### config.mk
export PLATFORM = sky130hd
export DESIGN_NAME = signed_int_to_custom_radix_text_unit_flat
export DESIGN_NICKNAME = d
export VERILOG_FILES = /design/src/hw/rtl/srt_pkg.sv /design/src/hw/rtl/srt_in_if.sv /design/src/hw/rtl/srt_out_if.sv /design/src/hw/rtl/srt_cfg_if.sv /design/src/hw/rtl/srt_alpha.sv /design/src/hw/rtl/srt_cell.sv /design/src/hw/rtl/srt_chain.sv /design/src/hw/rtl/signed_int_to_custom_radix_text_unit.sv /design/src/flat_wrapper.sv
export SDC_FILE = /design/constraint.sdc
export NUM_CORES = 2
export LEC_CHECK = 0
export BUFFER_PORTS_ARGS = -buffer_cell sky130_fd_sc_hd__buf_2
export CAP_MARGIN = 20
export CORE_ASPECT_RATIO = 0.75
export CORE_MARGIN = 3
export CORE_UTILIZATION = 55
export DETAILED_ROUTE_END_ITERATION = 16
export PLACE_DENSITY = 0.71
export SLEW_MARGIN = 25
export SYNTH_ARGS = -nofsm -noshare
export SYNTH_HDL_FRONTEND = slang
export SYNTH_SLANG_ARGS = --single-unit
### constraint.sdc
create_clock -name clk -period 6.1 [get_ports clk]
set_clock_uncertainty 0.15 [all_clocks]
set_input_delay 0 -clock clk [delete_from_list [all_inputs] [get_ports clk]]
set_output_delay 0 -clock clk [all_outputs]
set_load 0.02 [all_outputs]
### src/hw/rtl/srt_pkg.sv
// ----------------------------------------------------------------------------
// srt_pkg: shared types and constants for the radix text unit
// Register indexes, character limits, reset alphabet and link structs.
// ----------------------------------------------------------------------------
package srt_pkg;

  localparam int MAX_DIGITS_DEF  = 56;
  localparam int VALUE_WIDTH_DEF = 32;

  // digit_count register width; also the width of a digit index
  localparam int COUNT_W    = 6;
  localparam int CFG_IDX_W  = 3;
  localparam int CFG_DATA_W = 64;
  localparam int CHAR_W     = 8;

  localparam logic [CFG_IDX_W-1:0] REG_DIGIT_COUNT = 3'd0;
  localparam logic [CFG_IDX_W-1:0] REG_ALPHA_FIRST = 3'd1;

  localparam logic [COUNT_W-1:0]    DIGIT_COUNT_RESET = 6'd10;
  localparam logic [CFG_DATA_W-1:0] ALPHA_RESET_0     = 64'h3736_3534_3332_3130;
  localparam logic [CFG_DATA_W-1:0] ALPHA_RESET_1     = 64'h0000_0000_0000_3938;

  localparam logic [CHAR_W-1:0] CHAR_LOW   = 8'd32;
  localparam logic [CHAR_W-1:0] CHAR_HIGH  = 8'd127;
  localparam logic [CHAR_W-1:0] CHAR_PLUS  = 8'd43;
  localparam logic [CHAR_W-1:0] CHAR_MINUS = 8'd45;

  // carry link between neighbouring cells
  typedef struct packed {
    logic step;
    logic carry;
  } srt_link_t;

  // per-cycle command to every cell of the row
  typedef struct packed {
    logic clear;
    logic shift;
  } srt_cell_ctl_t;

  // alphabet checker status
  typedef struct packed {
    logic busy;
    logic ok;
  } srt_alpha_stat_t;

  // reset value of alphabet byte b
  function automatic logic [CHAR_W-1:0] alpha_reset_byte(input int b);
    logic [CHAR_W-1:0] res;
    res = '0;
    if (b < 8) begin
      res = ALPHA_RESET_0[b*8 +: 8];
    end else if (b < 16) begin
      res = ALPHA_RESET_1[(b-8)*8 +: 8];
    end
    return res;
  endfunction

endpackage

### src/hw/rtl/srt_in_if.sv
// ----------------------------------------------------------------------------
// srt_in_if: input channel
// Carries one signed value per beat.
// ----------------------------------------------------------------------------
interface srt_in_if #(
  parameter int VALUE_WIDTH = srt_pkg::VALUE_WIDTH_DEF
);
  logic                          valid;
  logic                          ready;
  logic signed [VALUE_WIDTH-1:0] value;

  modport source (output valid, output value, input ready);
  modport sink   (input valid, input value, output ready);
endinterface

### src/hw/rtl/srt_out_if.sv
// ----------------------------------------------------------------------------
// srt_out_if: result channel
// Carries one text character per beat, with a last flag.
// ----------------------------------------------------------------------------
interface srt_out_if;
  logic                        valid;
  logic                        ready;
  logic [srt_pkg::CHAR_W-1:0]  out_char;
  logic                        last;

  modport source (output valid, output out_char, output last, input ready);
  modport sink   (input valid, input out_char, input last, output ready);
endinterface

### src/hw/rtl/srt_cfg_if.sv
// ----------------------------------------------------------------------------
// srt_cfg_if: configuration write channel
// Carries a register index and write data per beat.
// ----------------------------------------------------------------------------
interface srt_cfg_if;
  logic                           valid;
  logic                           ready;
  logic [srt_pkg::CFG_IDX_W-1:0]  index;
  logic [srt_pkg::CFG_DATA_W-1:0] data;

  modport source (output valid, output index, output data, input ready);
  modport sink   (input valid, input index, input data, output ready);
endinterface

### src/hw/rtl/srt_alpha.sv
// ----------------------------------------------------------------------------
// srt_alpha: alphabet registers and checker
// Holds digit_count and the alphabet bytes, sweeps the alphabet after reset and
// after each write (one character a cycle) and looks up the character of a digit.
// ----------------------------------------------------------------------------
module srt_alpha #(
  parameter int MAX_DIGITS = srt_pkg::MAX_DIGITS_DEF
) (
  input  logic                             clk,
  input  logic                             rst_n,
  input  logic                             cfg_wr,
  input  logic [srt_pkg::CFG_IDX_W-1:0]    cfg_idx,
  input  logic [srt_pkg::CFG_DATA_W-1:0]   cfg_data,
  input  logic [srt_pkg::COUNT_W-1:0]      rd_digit,
  output logic [srt_pkg::CHAR_W-1:0]       rd_char,
  output logic [srt_pkg::COUNT_W-1:0]      radix,
  output srt_pkg::srt_alpha_stat_t         stat
);

  localparam int CW = srt_pkg::CHAR_W;

  logic [srt_pkg::COUNT_W-1:0]  count_r,  count_nxt;
  logic [CW*MAX_DIGITS-1:0]     alpha_r,  alpha_nxt;
  logic [srt_pkg::COUNT_W-1:0]  idx_r,    idx_nxt;
  logic [127:0]                 seen_r,   seen_nxt;
  logic                         busy_r,   busy_nxt;
  logic                         ok_r,     ok_nxt;

  logic [srt_pkg::COUNT_W-1:0]  addr;
  logic [CW-1:0]                ch;
  logic                         count_ok;
  logic                         bad_char;

  // single read port: the sweep owns it while busy
  always_comb begin
    addr = stat.busy ? idx_r : rd_digit;
    ch   = '0;
    for (int b = 0; b < MAX_DIGITS; b++) begin
      if (addr == srt_pkg::COUNT_W'(b)) begin
        ch = alpha_r[b*CW +: CW];
      end
    end
  end

  assign rd_char   = ch;
  assign radix     = count_r;
  assign stat.busy = busy_r;
  assign stat.ok   = ok_r;

  assign count_ok = (count_r >= srt_pkg::COUNT_W'(2)) &&
                    (count_r <= srt_pkg::COUNT_W'(MAX_DIGITS));
  assign bad_char = (ch < srt_pkg::CHAR_LOW) || (ch >= srt_pkg::CHAR_HIGH) ||
                    (ch == srt_pkg::CHAR_PLUS) || (ch == srt_pkg::CHAR_MINUS) ||
                    seen_r[ch[6:0]];

  always_comb begin
    count_nxt = count_r;
    alpha_nxt = alpha_r;
    idx_nxt   = idx_r;
    seen_nxt  = seen_r;
    busy_nxt  = busy_r;
    ok_nxt    = ok_r;
    if (cfg_wr) begin
      if (cfg_idx == srt_pkg::REG_DIGIT_COUNT) begin
        count_nxt = cfg_data[srt_pkg::COUNT_W-1:0];
      end
      for (int b = 0; b < MAX_DIGITS; b++) begin
        if (cfg_idx == srt_pkg::CFG_IDX_W'(b/8) + srt_pkg::REG_ALPHA_FIRST) begin
          alpha_nxt[b*CW +: CW] = cfg_data[(b%8)*CW +: CW];
        end
      end
      // restart the sweep on any write
      busy_nxt = 1'b1;
      idx_nxt  = '0;
      seen_nxt = '0;
      ok_nxt   = 1'b1;
    end else if (busy_r) begin
      if (!count_ok || bad_char) begin
        ok_nxt   = 1'b0;
        busy_nxt = 1'b0;
      end else begin
        seen_nxt[ch[6:0]] = 1'b1;
        if (idx_r == count_r - srt_pkg::COUNT_W'(1)) begin
          busy_nxt = 1'b0;
        end else begin
          idx_nxt = idx_r + srt_pkg::COUNT_W'(1);
        end
      end
    end
  end

  always_ff @(posedge clk) begin
    if (!rst_n) begin
      count_r <= srt_pkg::DIGIT_COUNT_RESET;
      for (int b = 0; b < MAX_DIGITS; b++) begin
        alpha_r[b*CW +: CW] <= srt_pkg::alpha_reset_byte(b);
      end
      idx_r  <= '0;
      seen_r <= '0;
      busy_r <= 1'b1;
      ok_r   <= 1'b1;
    end else begin
      count_r <= count_nxt;
      alpha_r <= alpha_nxt;
      idx_r   <= idx_nxt;
      seen_r  <= seen_nxt;
      busy_r  <= busy_nxt;
      ok_r    <= ok_nxt;
    end
  end

endmodule

### src/hw/rtl/srt_cell.sv
// ----------------------------------------------------------------------------
// srt_cell: one digit cell of the conversion row
// Doubles its digit plus the incoming carry modulo the radix, passes the
// carry on through a register, and shifts digits upward for output.
// ----------------------------------------------------------------------------
module srt_cell (
  input  logic                         clk,
  input  logic                         rst_n,
  input  logic [srt_pkg::COUNT_W-1:0]  radix,
  input  srt_pkg::srt_cell_ctl_t       ctl,
  input  srt_pkg::srt_link_t           link_in,
  input  logic [srt_pkg::COUNT_W-1:0]  digit_in,
  output srt_pkg::srt_link_t           link_out,
  output logic [srt_pkg::COUNT_W-1:0]  digit_out
);

  localparam int DW = srt_pkg::COUNT_W;

  logic [DW-1:0]       digit_r, digit_nxt;
  srt_pkg::srt_link_t  link_r,  link_nxt;
  logic [DW:0]         twice;
  logic                wrap;

  // digit < radix, so 2*digit + carry < 2*radix: one subtract suffices
  assign twice = {digit_r, link_in.carry};
  assign wrap  = (twice >= {1'b0, radix});

  always_comb begin
    digit_nxt = digit_r;
    link_nxt  = '0;
    if (ctl.clear) begin
      digit_nxt = '0;
    end else if (ctl.shift) begin
      digit_nxt = digit_in;
    end else if (link_in.step) begin
      digit_nxt      = wrap ? DW'(twice - {1'b0, radix}) : twice[DW-1:0];
      link_nxt.step  = 1'b1;
      link_nxt.carry = wrap;
    end
  end

  always_ff @(posedge clk) begin
    if (!rst_n) begin
      link_r <= '0;
    end else begin
      link_r <= link_nxt;
    end
  end

  always_ff @(posedge clk) begin
    digit_r <= digit_nxt;
  end

  assign link_out  = link_r;
  assign digit_out = digit_r;

endmodule

### src/hw/rtl/srt_chain.sv
// ----------------------------------------------------------------------------
// srt_chain: row of digit cells
// Cell 0 takes the magnitude bits, most significant first; each carry moves
// one cell per cycle. The top cell holds the most significant digit.
// ----------------------------------------------------------------------------
module srt_chain #(
  parameter int VALUE_WIDTH = srt_pkg::VALUE_WIDTH_DEF
) (
  input  logic                         clk,
  input  logic                         rst_n,
  input  logic [srt_pkg::COUNT_W-1:0]  radix,
  input  srt_pkg::srt_cell_ctl_t       ctl,
  input  srt_pkg::srt_link_t           feed,
  output logic [srt_pkg::COUNT_W-1:0]  top_digit
);

  srt_pkg::srt_link_t           link  [VALUE_WIDTH];
  logic [srt_pkg::COUNT_W-1:0]  digit [VALUE_WIDTH];

  for (genvar k = 0; k < VALUE_WIDTH; k++) begin : g_cell
    srt_pkg::srt_link_t           lin;
    logic [srt_pkg::COUNT_W-1:0]  din;

    if (k == 0) begin : g_head
      assign lin = feed;
      assign din = '0;
    end else begin : g_body
      assign lin = link[k-1];
      assign din = digit[k-1];
    end

    srt_cell u_cell (
      .clk       (clk),
      .rst_n     (rst_n),
      .radix     (radix),
      .ctl       (ctl),
      .link_in   (lin),
      .digit_in  (din),
      .link_out  (link[k]),
      .digit_out (digit[k])
    );
  end

  assign top_digit = digit[VALUE_WIDTH-1];

endmodule

### src/hw/rtl/signed_int_to_custom_radix_text_unit.sv
// ----------------------------------------------------------------------------
// signed_int_to_custom_radix_text_unit: signed integer to radix text
// Writes a signed value as text in the radix of a configured alphabet,
// most significant digit first, with a leading '-' for negative values.
// ----------------------------------------------------------------------------
//
//  Channel | Dir | Beat payload            | Accepted when
//  --------+-----+-------------------------+--------------------------
//  in_if   | in  | value (signed)          | valid && ready
//  out_if  | out | out_char, last          | valid && ready
//  cfg_if  | in  | index, data             | valid && ready (always ready)
//
//  One value at a time. VALUE_WIDTH bits enter cell 0, and the conversion
//  ends when the last carry reaches the top cell. Output then shifts the
//  row up one digit a cycle, unless a stalled out_if holds a character:
//  leading zero digits drop at one a cycle and each character takes one
//  beat, plus a beat for the sign of a negative value. After reset and
//  after every configuration write the alphabet checker runs one character
//  a cycle, with in_if.ready low. A stalled out_if holds its beat; the row
//  waits with it. An invalid alphabet takes the value and gives no beat.
//
module signed_int_to_custom_radix_text_unit #(
  parameter int MAX_DIGITS  = srt_pkg::MAX_DIGITS_DEF,
  parameter int VALUE_WIDTH = srt_pkg::VALUE_WIDTH_DEF
) (
  input  logic      clk,
  input  logic      rst_n,
  srt_in_if.sink    in_if,
  srt_out_if.source out_if,
  srt_cfg_if.sink   cfg_if
);

  localparam int CNT_W = $clog2(2*VALUE_WIDTH);
  localparam int REM_W = $clog2(VALUE_WIDTH+1);
  localparam int DW    = srt_pkg::COUNT_W;

  localparam logic [1:0] ST_IDLE = 2'd0;
  localparam logic [1:0] ST_CONV = 2'd1;
  localparam logic [1:0] ST_EMIT = 2'd2;

  logic [1:0]               state_r,    state_nxt;
  logic [VALUE_WIDTH-1:0]   mag_r,      mag_nxt;
  logic [CNT_W-1:0]         cnt_r,      cnt_nxt;
  logic [REM_W-1:0]         rem_r,      rem_nxt;
  logic                     sign_r,     sign_nxt;
  logic                     lead_r,     lead_nxt;
  logic                     out_vld_r,  out_vld_nxt;
  logic [srt_pkg::CHAR_W-1:0] out_char_r, out_char_nxt;
  logic                     out_last_r, out_last_nxt;

  logic                     in_acc;
  logic                     cfg_wr;
  logic [VALUE_WIDTH-1:0]   raw;
  logic [DW-1:0]            radix;
  logic [DW-1:0]            top_digit;
  logic [srt_pkg::CHAR_W-1:0] digit_char;
  srt_pkg::srt_alpha_stat_t astat;
  srt_pkg::srt_cell_ctl_t   cell_ctl;
  srt_pkg::srt_link_t       feed;
  logic                     slot_free;
  logic                     skip;
  logic                     emit;

  // --- handshakes ---------------------------------------------------------
  assign cfg_if.ready = 1'b1;
  assign cfg_wr       = cfg_if.valid;
  assign in_if.ready  = (state_r == ST_IDLE) && !astat.busy;
  assign in_acc       = in_if.valid && in_if.ready;
  assign raw          = in_if.value;

  assign out_if.valid    = out_vld_r;
  assign out_if.out_char = out_char_r;
  assign out_if.last     = out_last_r;

  // --- alphabet registers, checker and lookup -----------------------------
  srt_alpha #(
    .MAX_DIGITS (MAX_DIGITS)
  ) u_alpha (
    .clk      (clk),
    .rst_n    (rst_n),
    .cfg_wr   (cfg_wr),
    .cfg_idx  (cfg_if.index),
    .cfg_data (cfg_if.data),
    .rd_digit (top_digit),
    .rd_char  (digit_char),
    .radix    (radix),
    .stat     (astat)
  );

  // --- cell row -----------------------------------------------------------
  srt_chain #(
    .VALUE_WIDTH (VALUE_WIDTH)
  ) u_chain (
    .clk       (clk),
    .rst_n     (rst_n),
    .radix     (radix),
    .ctl       (cell_ctl),
    .feed      (feed),
    .top_digit (top_digit)
  );

  // Feed one magnitude bit a cycle, most significant first.
  assign feed.step  = (state_r == ST_CONV) && (cnt_r < CNT_W'(VALUE_WIDTH));
  assign feed.carry = mag_r[VALUE_WIDTH-1];

  // Drop leading zero digits without a beat; the last digit always goes out.
  assign slot_free = !out_vld_r || out_if.ready;
  assign skip      = (state_r == ST_EMIT) && lead_r && (top_digit == '0) &&
                     (rem_r != REM_W'(1));
  assign emit      = (state_r == ST_EMIT) && !sign_r && !skip && slot_free;

  assign cell_ctl.clear = in_acc;
  assign cell_ctl.shift = skip || emit;

  // --- sequencer ----------------------------------------------------------
  always_comb begin
    state_nxt    = state_r;
    mag_nxt      = mag_r;
    cnt_nxt      = cnt_r;
    rem_nxt      = rem_r;
    sign_nxt     = sign_r;
    lead_nxt     = lead_r;
    out_vld_nxt  = out_vld_r && !out_if.ready;
    out_char_nxt = out_char_r;
    out_last_nxt = out_last_r;

    case (state_r)
      ST_IDLE: begin
        if (in_acc && astat.ok) begin
          // two's complement magnitude; the most negative value comes out exact
          mag_nxt   = raw[VALUE_WIDTH-1] ? (~raw + VALUE_WIDTH'(1)) : raw;
          sign_nxt  = raw[VALUE_WIDTH-1];
          cnt_nxt   = '0;
          state_nxt = ST_CONV;
        end
      end
      ST_CONV: begin
        mag_nxt = mag_r << 1;
        cnt_nxt = cnt_r + CNT_W'(1);
        // last carry reaches the top cell on this cycle
        if (cnt_r == CNT_W'(2*VALUE_WIDTH-2)) begin
          rem_nxt   = REM_W'(VALUE_WIDTH);
          lead_nxt  = 1'b1;
          state_nxt = ST_EMIT;
        end
      end
      ST_EMIT: begin
        if (sign_r && slot_free) begin
          out_vld_nxt  = 1'b1;
          out_char_nxt = srt_pkg::CHAR_MINUS;
          out_last_nxt = 1'b0;
          sign_nxt     = 1'b0;
        end
        if (skip || emit) begin
          rem_nxt = rem_r - REM_W'(1);
        end
        if (emit) begin
          out_vld_nxt  = 1'b1;
          out_char_nxt = digit_char;
          out_last_nxt = (rem_r == REM_W'(1));
          lead_nxt     = 1'b0;
          if (rem_r == REM_W'(1)) begin
            state_nxt = ST_IDLE;
          end
        end
      end
      default: begin
        state_nxt = ST_IDLE;
      end
    endcase
  end

  always_ff @(posedge clk) begin
    if (!rst_n) begin
      state_r   <= ST_IDLE;
      out_vld_r <= 1'b0;
      cnt_r     <= '0;
      rem_r     <= '0;
      sign_r    <= 1'b0;
      lead_r    <= 1'b0;
    end else begin
      state_r   <= state_nxt;
      out_vld_r <= out_vld_nxt;
      cnt_r     <= cnt_nxt;
      rem_r     <= rem_nxt;
      sign_r    <= sign_nxt;
      lead_r    <= lead_nxt;
    end
  end

  // payload: hold unless loaded
  always_ff @(posedge clk) begin
    mag_r      <= mag_nxt;
    out_char_r <= out_char_nxt;
    out_last_r <= out_last_nxt;
  end

endmodule

### src/flat_wrapper.sv
// flat-port wrapper written by rule: the top's interface ports become plain ports
module signed_int_to_custom_radix_text_unit_flat 
#(
  parameter int MAX_DIGITS  = srt_pkg::MAX_DIGITS_DEF,
  parameter int VALUE_WIDTH = srt_pkg::VALUE_WIDTH_DEF
)
  (clk, rst_n, in_if_valid, in_if_value, in_if_ready, out_if_valid, out_if_out_char, out_if_last, out_if_ready, cfg_if_valid, cfg_if_index, cfg_if_data, cfg_if_ready);
  srt_in_if #(.VALUE_WIDTH(VALUE_WIDTH)) in_if_i ();
  srt_out_if out_if_i ();
  srt_cfg_if cfg_if_i ();
  input  logic clk;
  input  logic rst_n;
  input wire logic [$bits(in_if_i.valid)-1:0] in_if_valid;
  input wire logic [$bits(in_if_i.value)-1:0] in_if_value;
  output wire logic [$bits(in_if_i.ready)-1:0] in_if_ready;
  output wire logic [$bits(out_if_i.valid)-1:0] out_if_valid;
  output wire logic [$bits(out_if_i.out_char)-1:0] out_if_out_char;
  output wire logic [$bits(out_if_i.last)-1:0] out_if_last;
  input wire logic [$bits(out_if_i.ready)-1:0] out_if_ready;
  input wire logic [$bits(cfg_if_i.valid)-1:0] cfg_if_valid;
  input wire logic [$bits(cfg_if_i.index)-1:0] cfg_if_index;
  input wire logic [$bits(cfg_if_i.data)-1:0] cfg_if_data;
  output wire logic [$bits(cfg_if_i.ready)-1:0] cfg_if_ready;
  assign in_if_i.valid = in_if_valid;
  assign in_if_i.value = in_if_value;
  assign in_if_ready = in_if_i.ready;
  assign out_if_valid = out_if_i.valid;
  assign out_if_out_char = out_if_i.out_char;
  assign out_if_last = out_if_i.last;
  assign out_if_i.ready = out_if_ready;
  assign cfg_if_i.valid = cfg_if_valid;
  assign cfg_if_i.index = cfg_if_index;
  assign cfg_if_i.data = cfg_if_data;
  assign cfg_if_ready = cfg_if_i.ready;
  signed_int_to_custom_radix_text_unit #(.MAX_DIGITS(MAX_DIGITS), .VALUE_WIDTH(VALUE_WIDTH)) u_core (.clk(clk), .rst_n(rst_n), .in_if(in_if_i), .out_if(out_if_i), .cfg_if(cfg_if_i));
endmodule
==> key figures <==
Clock tree
  – CTS tree: done
  – Clk sinks: 870
  – Clock root buffer: clkbuf_16
  – Max clock buf depth: 3
  – Postcts setup bufs: 0
  – Clock Pin Slew Worst Setup and Hold Paths: 0.06 ns
  – Num CTS Buffers: 88
  – Worst-skew pair later-pin latency: 0.71 ns
  – H-tree levels: 3

Status
  – Run status: completed

Power
  – Switching share of power: 37.35%
  – Highest ir drop seen on vdd: 0.0003640 V
  – Pwr Density: 322.7 nW/µm²
  – Combinational Power Share: 32.5%
  – Sequential share of power: 35.9%
  – Clock group share of total power: 31.6%
  – Switching power: 0.006746 W
  – Internal power: 0.01131 W
  – LEAKAGE: 20.35 nW

Timing
  – Final setup fails: 0
  – Fmax: 167.9 MHz
  – RSZ-0062 raised after global routing: no
  – Final Hold Viols: 0
  – Final slew viol count: 0
  – Slew HR: 3.989%
  – Worst-margin pin slew: 1.440 ns
  – Final period util: 97.62%
  – WHS: 0.04212 ns
  – Crit path time final: 5.955 ns
  – Setup_tns: 0 ns

Routing
  – Detailed Route WL: 221600 µm
  – Drt drc: 0
  – Via Count: 50690
  – WL/cell: 29.11 µm
  – Via density: 6.661
  – Antenna-violating nets left: 0
  – 1st-iter DRT viols: 7569
  – Initial DRT Pass Iterations: 7

Floorplan
  – Die Height: 265.1 µm
  – Die W: 351.5 µm
  – Core area: 88210 µm²
  – Cell row count: 94
  – Starting density of the core: 55.81%
  – Die area: 93170 µm²
  – Io pins: 116

Synth
  – Top-count cell post-synth: nand2_1
  – Ys flop type: dfxtp_1
  – Post-synth EDFFs: 41
  – Async set-or-reset flop fraction in the synthesized netlist: 0%
  – Largest family of logic cells by synthesized area: compound AO/OA/AOI/OAI gates
  – Syn Nets: 6576
  – Post-synthesis mux area share: 1.792%
  – Syn Std Cell Area: 49230 µm²
  – Avg Cell Area, Syn: 7.889 µm²
  – Synth area leaders: dfxtp_1, nand2_1, a21boi_0, ha_1, a21oi_1
  – Gate Count Post-Synth: 6240
  – Compound-Gate Fraction of Synth Area: 26.34%
  – Top cell type's share of synthesized area: 33.71%
  – Post-synth cell types: 115
  – Synth cell count leaders: nand2_1, dfxtp_1, nor2_1
  – Post-synthesis sequential area ratio: 36.21%
  – Post-Synth Adder-Cell Area: 6.385%
  – YS warnings: 0
  – Synthesis-stage register bit count: 870
  – Largest area contributor in the netlist: dfxtp_1
  – Synth Area in Simple Gates: 21.77%
  – Xor/xnor share of the synthesized area: 2.402%

Place
  – Dpl hpwl: 153400 µm
  – Final Wtd Congestion: 1.109
  – Placed instance area: 51520 µm²
  – Port Buffers: 114

Global route
  – GRT Util Overall: 46.31%
  – Initial antenna violation count: 20
  – Largest net degree at the start of global routing: 241
  – First-pass GRT wire length: 319500 µm
  – GRT Residual Overflow: 0
  – Number of global-route vias before repair: 46500

Critical path
  – CP arrival: 6.42 ns
  – RR Startpoint: u_core.u_alpha.busy_r
  – Largest delay contributor family on the critical path: compound AO/OA/AOI/OAI gates
  – Worst path depth: 20
  – Critical path launch point type: flop
  – RR Endpoint: u_core.u_alpha.seen_r[101]
  – CP endpoint: u_core.u_alpha.seen_r[101]
  – CP max stage cell: a21oi_1
  – Critical path capture point type: flop
  – Crit Path Max Fanout: 13
  – CP cell instances: buf_4 > buf_4 > nor3_2 > nor2_1 > buf_4 > buf_4 > a21oi_1 > o311ai_0 > a221oi_1 > o21ai_0 > a21oi_1 > nand2b_1 > o41ai_1 > a21o_1 > or4_4 > a211oi_4 > buf_12 > nand4_1 > buf_4 > o21ai_0
  – CP bufs+invs: 6
  – Crit-path most repeated cell: buf_4
  – Critical path's largest stage delay: 0.78 ns
  – R2R depth: 20
  – Crit Path Class: flop to flop
  – R2R setup slack: 0.15 ns
  – Worst Setup SP: u_core.u_alpha.busy_r
  – Worst Path Required: 6.56 ns

Layout
  – Fin area: 55950 µm²
  – Final nets: 6709
  – Area Overhead vs Synth: 13.67%
  – Share of cells above drive strength 1: 9.466%
  – Final core utilization: 63.43%

Job
  – Max_cap viols: 0

Min path
  – Hold Path Class: primary input to flop
  – HP Start: cfg_if_data[52]
## routing by layer
metal,part of all wire [%],vias up,global-route usage [%]
met5,0.096,-,0.9694
met4,4.0,14,16.30
met3,16,596,22.17
met2,38,3527,60.06
met1,42,24270,65.80
li1,-,22280,-
## flip-flops by register name (all words and copies together), names as in the netlist, 2 cells and up
signal / count
u_core.cnt_r: 6
u_core.state_r: 2
u_core.mag_r: 32
u_core.out_if.out_char: 8
u_core.u_chain.g_cell.u_cell.link_out: 62
u_core.u_chain.g_cell.u_cell.digit_out: 192
u_core.u_alpha.radix: 6
u_core.u_alpha.alpha_r: 448
u_core.u_alpha.idx_r: 6
u_core.rem_r: 6
u_core.u_alpha.seen_r: 96
## cells by family (layout without fill, tap and decap cells)
kind of cell / Yosys count / count (layout)
flip-flops: 870 / 870
other: 1 / 15
AND/OR/NAND/NOR: 2377 / 2377
XOR/XNOR: 135 / 135
multiplexers: 84 / 84
AO/OA/AOI/OAI: 1932 / 1932
adder cells (fa/ha/maj): 232 / 232
buffers and inverters: 609 / 813
## through the flow
step	setup WS (ns)	std cells	total power [W]
final	0.1454	7610	0.01806
after global routing	0.002426	7597	0.01859
after CTS	0.3036	7594	0.01768
after detailed placement	0.3536	7297	0.01199
after global placement	0.4217	7297	0.01193
after floorplan	0.8180	6240	0.009927
## layout by cell type, fill, tap and decap left out, drive strengths merged, types with 18 or more instances in the layout
master | netlist | routed
o21ai | 370 | 370
nand2b | 54 | 54
o21a | 18 | 18
a21boi | 430 | 430
a21o | 59 | 59
nand2 | 1253 | 1253
o211ai | 55 | 55
xnor2 | 40 | 40
and3 | 41 | 41
nor2 | 508 | 508
nor3b | 43 | 43
fa | 32 | 32
or3 | 28 | 28
nand3 | 111 | 111
and2 | 44 | 44
ha | 200 | 200
o221ai | 23 | 23
o22ai | 66 | 66
buf | 110 | 350
clkbuf | 333 | 131
a221oi | 20 | 20
dlygate4sd3 | 0 | 136
a31oi | 30 | 30
inv | 165 | 170
mux2i | 74 | 74
xor2 | 95 | 95
edfxtp | 41 | 41
a21oi | 429 | 429
and4 | 32 | 32
nor3 | 35 | 35
a211oi | 187 | 187
nor2b | 102 | 102
dfxtp | 829 | 829
nand4 | 43 | 43
o31ai | 33 | 33
or4 | 30 | 30
a22oi | 43 | 43
## final cells by class
class / instances / area (µm²)
fillers: 7419 / 32250
multi-input cells: 4761 / 29100
flip-flops and latches: 870 / 17830
repair buffers: 486 / 3970
clock buffers: 131 / 2560
well taps: 1152 / 1441
inverters: 166 / 623.1
clock inverters: 30 / 394.1
diodes: 14 / 35.03
## power groups by stage
stage	combinational, W	sequential, W	clock (W)
final	0.00588	0.00647	0.00571
after global routing	0.00617	0.00650	0.00592
after detailed placement	0.00543	0.00656	0
after CTS	0.00556	0.00644	0.00569
after global placement	0.00538	0.00655	0
after floorplan	0.00353	0.00640	0
## worst min path at each step
stage | slack [ns] | endpoint | cells after the start
finish | 0.04 | u_core.u_alpha.alpha_r[116] | 4
CTS | 0.003 | u_core.u_alpha.alpha_r[282] | 4
global route | 0.05 | u_core.u_alpha.alpha_r[15] | 4
detailed placement | 0.19 | u_core.u_alpha.alpha_r[116] | 3
global placement | 0.18 | u_core.u_alpha.alpha_r[116] | 3
floorplan | -0.03 | u_core.u_alpha.alpha_r[12] | 2
## worst min-delay path, stage by stage
cell           delay, ns
dlygate4sd3_1       0.53
buf_2               0.18
nand2_1             0.06
a21boi_0            0.06
## repair_timing
item	CTS	global route
endpoints found under the hold margin	549	0
setup endpoints to repair	0	26
gates resized for setup	0	3
hold buffers	136	0
(Power assumes the default switching activity.)
